File: src/rtl/dq_pkg.sv
`timescale 1ns / 1ps
// ----------------------------------------------------------------------------
// Deque package
// Operation and status codes, controller states and the cell select codes
// shared by the deque modules.
// ----------------------------------------------------------------------------
package dq_pkg;

  localparam int unsigned FUNC_W   = 3;
  localparam int unsigned STATUS_W = 2;
  localparam int unsigned WORD_W   = 32;

  // Operation codes carried in the func field.
  localparam logic [FUNC_W-1:0] FUNC_PUSH_FRONT = 3'd0;
  localparam logic [FUNC_W-1:0] FUNC_PUSH_BACK  = 3'd1;
  localparam logic [FUNC_W-1:0] FUNC_POP_FRONT  = 3'd2;
  localparam logic [FUNC_W-1:0] FUNC_POP_BACK   = 3'd3;
  localparam logic [FUNC_W-1:0] FUNC_LIST       = 3'd4;

  // Status codes of a result transaction.
  localparam logic [STATUS_W-1:0] STATUS_OK    = 2'd0;
  localparam logic [STATUS_W-1:0] STATUS_EMPTY = 2'd1;
  localparam logic [STATUS_W-1:0] STATUS_FULL  = 2'd2;

  typedef enum logic {
    ST_IDLE,
    ST_LIST
  } state_e;

  // What the row of cells does as a whole in one cycle.
  typedef enum logic [2:0] {
    ROW_HOLD,
    ROW_PUSH_FRONT,
    ROW_PUSH_BACK,
    ROW_POP_FRONT,
    ROW_ROTATE
  } row_op_e;

  // Where one cell takes its next word from.
  typedef enum logic [2:0] {
    CELL_HOLD,
    CELL_TAKE_LEFT,
    CELL_TAKE_RIGHT,
    CELL_TAKE_PUSH,
    CELL_TAKE_HEAD
  } cell_op_e;

endpackage

File: src/rtl/dq_cell.sv
`timescale 1ns / 1ps
// ----------------------------------------------------------------------------
// Deque storage cell
// One word of the deque; each cycle it keeps its word or takes one from a
// neighbor, the push port or the head of the row.
// ----------------------------------------------------------------------------
module dq_cell
  import dq_pkg::*;
#(
  parameter int unsigned WIDTH = 32
) (
  input  logic             clk_i,
  input  cell_op_e         op_i,
  input  logic [WIDTH-1:0] left_i,
  input  logic [WIDTH-1:0] right_i,
  input  logic [WIDTH-1:0] push_i,
  input  logic [WIDTH-1:0] head_i,
  output logic [WIDTH-1:0] data_o
);

  logic [WIDTH-1:0] data_q;
  logic [WIDTH-1:0] data_d;

  always_comb begin
    case (op_i)
      CELL_TAKE_LEFT:  data_d = left_i;
      CELL_TAKE_RIGHT: data_d = right_i;
      CELL_TAKE_PUSH:  data_d = push_i;
      CELL_TAKE_HEAD:  data_d = head_i;
      default:         data_d = data_q;
    endcase
  end

  always_ff @(posedge clk_i) begin
    data_q <= data_d;
  end

  assign data_o = data_q;

endmodule
File: config.mk
export PLATFORM = sky130hd
export DESIGN_NAME = dq_cell
export DESIGN_NICKNAME = d
export VERILOG_FILES = /design/src/rtl/dq_pkg.sv /design/src/rtl/dq_cell.sv
export SDC_FILE = /design/constraint.sdc
export NUM_CORES = 1
export LEC_CHECK = 0
export ABC_AREA = 1
export BUFFER_PORTS_ARGS = -buffer_cell sky130_fd_sc_hd__clkbuf_2
export CORE_MARGIN = 4
export CORE_UTILIZATION = 38
export DETAILED_ROUTE_END_ITERATION = 10
export PLACE_DENSITY = 0.85
export REMOVE_ABC_BUFFERS = 1
export SLEW_MARGIN = 20
export SYNTH_ARGS = -nofsm -noshare
export SYNTH_HDL_FRONTEND = slang
export SYNTH_SLANG_ARGS = --single-unit
File: constraint.sdc
create_clock -name clk_i -period 1.77 [get_ports clk_i]
set_input_delay 0.2655 -clock clk_i [delete_from_list [all_inputs] [get_ports clk_i]]
set_output_delay 0.2655 -clock clk_i [all_outputs]
set_load 0.01 [all_outputs]
Yosys cells after proc, flatten, opt, wreduce, memory -nomap -nowiden
Index checks and enable logic that the tools add are counted.

storage, ports and cells
  flip-flop bits (word level) = 32
  bits of input ports = 132
  output and inout port bits = 32

cells by class
  equal/unequal tests = 4
  mux-type cells = 1
  reduce and logical (&&, ||, !) cells = 1

operator list
  operator            count
  $pmux 32 s4         1
  $eq 3x2->1 const B  2
  $reduce_bool 4->1   1
  $eq 3x1->1 const B  1
  $eq 3x3->1 const B  1

Logic depth before layout (Yosys ltp)
  depth after elaboration = 2
  mapped depth = 7
  gate-level depth less buffers = 5

Worst setup path after synthesis
OpenSTA, ideal clock, no wires.

  path type = input to register
  start point = input op_i[1]
  end point = register data_q[0] (netlist: data_o[0]) (enable)
  setup time = 0.389 ns
  arrival time = 1.489 ns
  data required time = 1.381 ns
  slack = -0.109 ns
  stages on the path = 5
  cell sequence = buf_4 nor2_8 nand2_2 buf_6 nand2_1

between the ends
  cells in the longest elaborated chain, start to end = 2
  elaborated cells on any way between the ends = 5
  those cells by class = eq/ne (4); reduce/logical (1)

ends and longest elaborated chain
  what                                      RTL line       source
  from (decl)                               dq_cell.sv:13  input cell_op_e op_i,
  $eq 3x3->1, or another cell as far along  dq_cell.sv:25  case (op_i)
  $reduce_bool 4->1 (no source line) *      --
  to (signal assigned)                      dq_cell.sv:35  data_q <= data_d;
  to (decl)                                 dq_cell.sv:21  logic [WIDTH-1:0] data_q;

Mark *: on every way between the ends. The rest lies on a longest branch, timed or not.
A chain may end at the register's enable or synchronous reset.

Final worst setup path
  start point = input op_i[2]
  end point = register data_q[7] (netlist: data_o[7]) (data pin)

between the ends
  cells in the longest elaborated chain, start to end = 2
  elaborated cells on any way between the ends = 5
  those cells by class = eq/ne (4); mux (1)

ends and longest elaborated chain
  what                                      RTL line       source
  $eq 3x3->1, or another cell as far along  dq_cell.sv:25
  $pmux 32 s4 *                             dq_cell.sv:25
  named net data_d[7]                       dq_cell.sv:22  logic [WIDTH-1:0] data_d;

Mark *: on every way through the listed nets, which the timed path passes. The rest lies on a longest branch.

==> reports/metrics.yaml <==
clock_network:
  cts_hold_buf: 0
  cts.sinks: 32
  cts_resized: 0
  clkTransAtPathRegs_ps: 70
  cts_made_buffers: 5
  post_cts_buffers: 0
  clock_path_buffers: 2
  cts-root-buf: "clkbuf_8"
  htree_levels: 2
  tritoncts: "built"
synthesis:
  yosysSeqAreaShare_pct: 40.5
  ys_types: 15
  syn-cell-area_mm2: 0.00237
  ys_ff_latch: 32
  synthCells: 322
  syn_avg_cell_area_um2: 7.36
  ys_warn_count: 0
grt:
  grtUsageTotal_pct: 19.9
  grt_pass1_vias: 2644
  grt_overflow: 0
  antenna_found_initial: 0
  grt_max_degree: 33
  grt_pass1_wl_mm: 12.0
timing:
  rsz0062_at_grt: "false"
  tightest_slew_ps: 596
  finalSetupViolCount: 0
  slew_viol_final: 0
  fin_crit_ps: 1230
  fin_tns_setup_ps: 0
  timing.fmax_mhz: 815
  fin_crit_sh_pct: 69.3
  relSlewSlack_pct: 60.1
  hold_violations: 0
min_path:
  worstHoldPathType: "in -> reg"
drt:
  via_count: 2721
  avgViaCountPerCell: 4.94
  drt-total-wl_mm: 7.40
  routedWlPerCell_um: 13.4
  first_pass_iters: 5
  drt_iter0_drc: 130
  drtAntennaViolNets: 0
  drc: 0
setup_path:
  worst_setup_path_start_kind: "input port"
  criticalPathCategory: "in -> reg"
  crit_path_end_kind: "register"
  required_ps: 1800
  crit_buf_inv: 2
  worstPathArrival_ps: 1260
  critPathMaxStageDelay_ps: 390
  path_depth: 5
  cp-endpoint: "data_o[7]"
  crit_family: "simple AND/OR/NAND/NOR gates"
  crit_slowest_cell: "nand2_2"
  path_max_fanout: 32
  worstSetupStartpoint: "op_i[2]"
  worstPathCellList: "clkbuf_2 -> inv_4 -> nand2_2 -> nand3_1 -> nand2_1"
finish:
  fin_util_pct: 54.1
  antenna_cells: 0
  area_growth_pct: 36.7
  fillCellCount: 574
  drive_above_1_share_pct: 40.5
  regArea_um2: 961
  largest_reg_flops: 32
  layout.nets: 607
  multi_input_area_mm2: 0.00109
die:
  row_count: 28
  fp.dieW_um: 87.0
  start_util_pct: 39.6
  fp.dieH_um: 87.0
  core_mm2: 0.00599
  fp.dieArea_mm2: 0.00756
  num_io_pins: 164
run_status:
  status: "complete, no violations"
power:
  finalPower_mw: 2.09
  p_leak_nw: 1.87
  vdd_drop_max_uv: 285
  power.density_mw_per_mm2: 645
place:
  gp_congestion: 0.776
  portBuffers: 163
  dp_hpwl_mm: 5.81
flow_run:
  maxCapViolCount: 0
report_power, final:
group | internal (mW) | switching [mW]
combinational | 0.252 | 0.328
clock | 0.273 | 0.251
sequential | 0.957 | 0.0281
worst min-delay path: stages:
cell and delay (ps):
clkbuf_2 70, nand3_1 60, nand2_1 60
how the worst min path moves through the flow:
| stage | to | depth (start not counted) | slack (ps) | startpoint |
|---|---|---|---|---|
| 4_1_cts | data_o[4] | 3 | 280 | left_i[4] |
| 6_report | data_o[11] | 3 | 290 | left_i[11] |
| 3_5_place_dp | data_o[29] | 3 | 570 | left_i[29] |
| 3_3_place_gp | data_o[19] | 3 | 570 | left_i[19] |
| 2_1_floorplan | data_o[0] | 2 | 480 | left_i[0] |
| 5_1_grt | data_o[1] | 3 | 300 | left_i[1] |
per-stage QoR:
stage / area, um^2 / setup WS [ps] / instances / hold WS [ps]
after global placement: 3160 / 268 / 543 / 572
final: 3240 / 544 / 551 / 287
after floorplan: 2170 / -294 / 295 / 479
after detailed placement: 3160 / 216 / 543 / 573
after CTS: 3240 / 520 / 551 / 279
after global routing: 3240 / 359 / 551 / 295
layout by cell type, fill, tap and decap left out:
cell	instances
nor2_1	54
clkbuf_2	163
nand4_1	32
nor2_2	10
nand2_1	65
edfxtp_1	32
buf_4	10
inv_4	1
clkbuf_1	2
clkinv_1	1
nand3b_4	1
nor2_8	1
clkbuf_8	5
nand3_1	64
inv_1	32
o21ai_0	1
nand2_2	2
layer usage:
metal	wire length (um)	up-vias	global-route usage, %
li1	-	1377	-
met1	2910	1194	24.3
met2	3740	142	34.9
met3	655	8	4.16
met4	89	0	6.37
met5	0	-	0
Yosys cell counts:
cell type  count  area (um^2)
edfxtp_1      32          961
nand3b_4       1         20.0
buf_4          4         30.0
inv_1         32          120
nand2_2        2         12.5
nor2_8         1         20.0
buf_2         15         75.1
nor2_2        10         62.6
buf_6          8         90.1
nand3_1       64          320
nand2_1       65          244
nand4_1       32          200
nor2_1        54          203
o21ai_0        1         5.00
inv_4          1         6.26
cell type report:
type / count / area share, %
timing repair buffer: 173 / 27.5
multi-input combinational: 230 / 33.6
tap: 75 / 2.90
clock buffer: 7 / 2.36
clock inverter: 1 / 0.116
sequential: 32 / 29.7
inverter: 33 / 3.90
logic make-up (layout without fill, tap and decap cells):
kind of cell | after synthesis | after routing | share of synthesized area (%)
AND/OR/NAND/NOR | 229 | 229 | 45.7
flip-flops | 32 | 32 | 40.5
AO/OA/AOI/OAI | 1 | 1 | 0.211
buffers and inverters | 60 | 214 | 13.6
No activity file was read; power rests on OpenSTA's default activity.
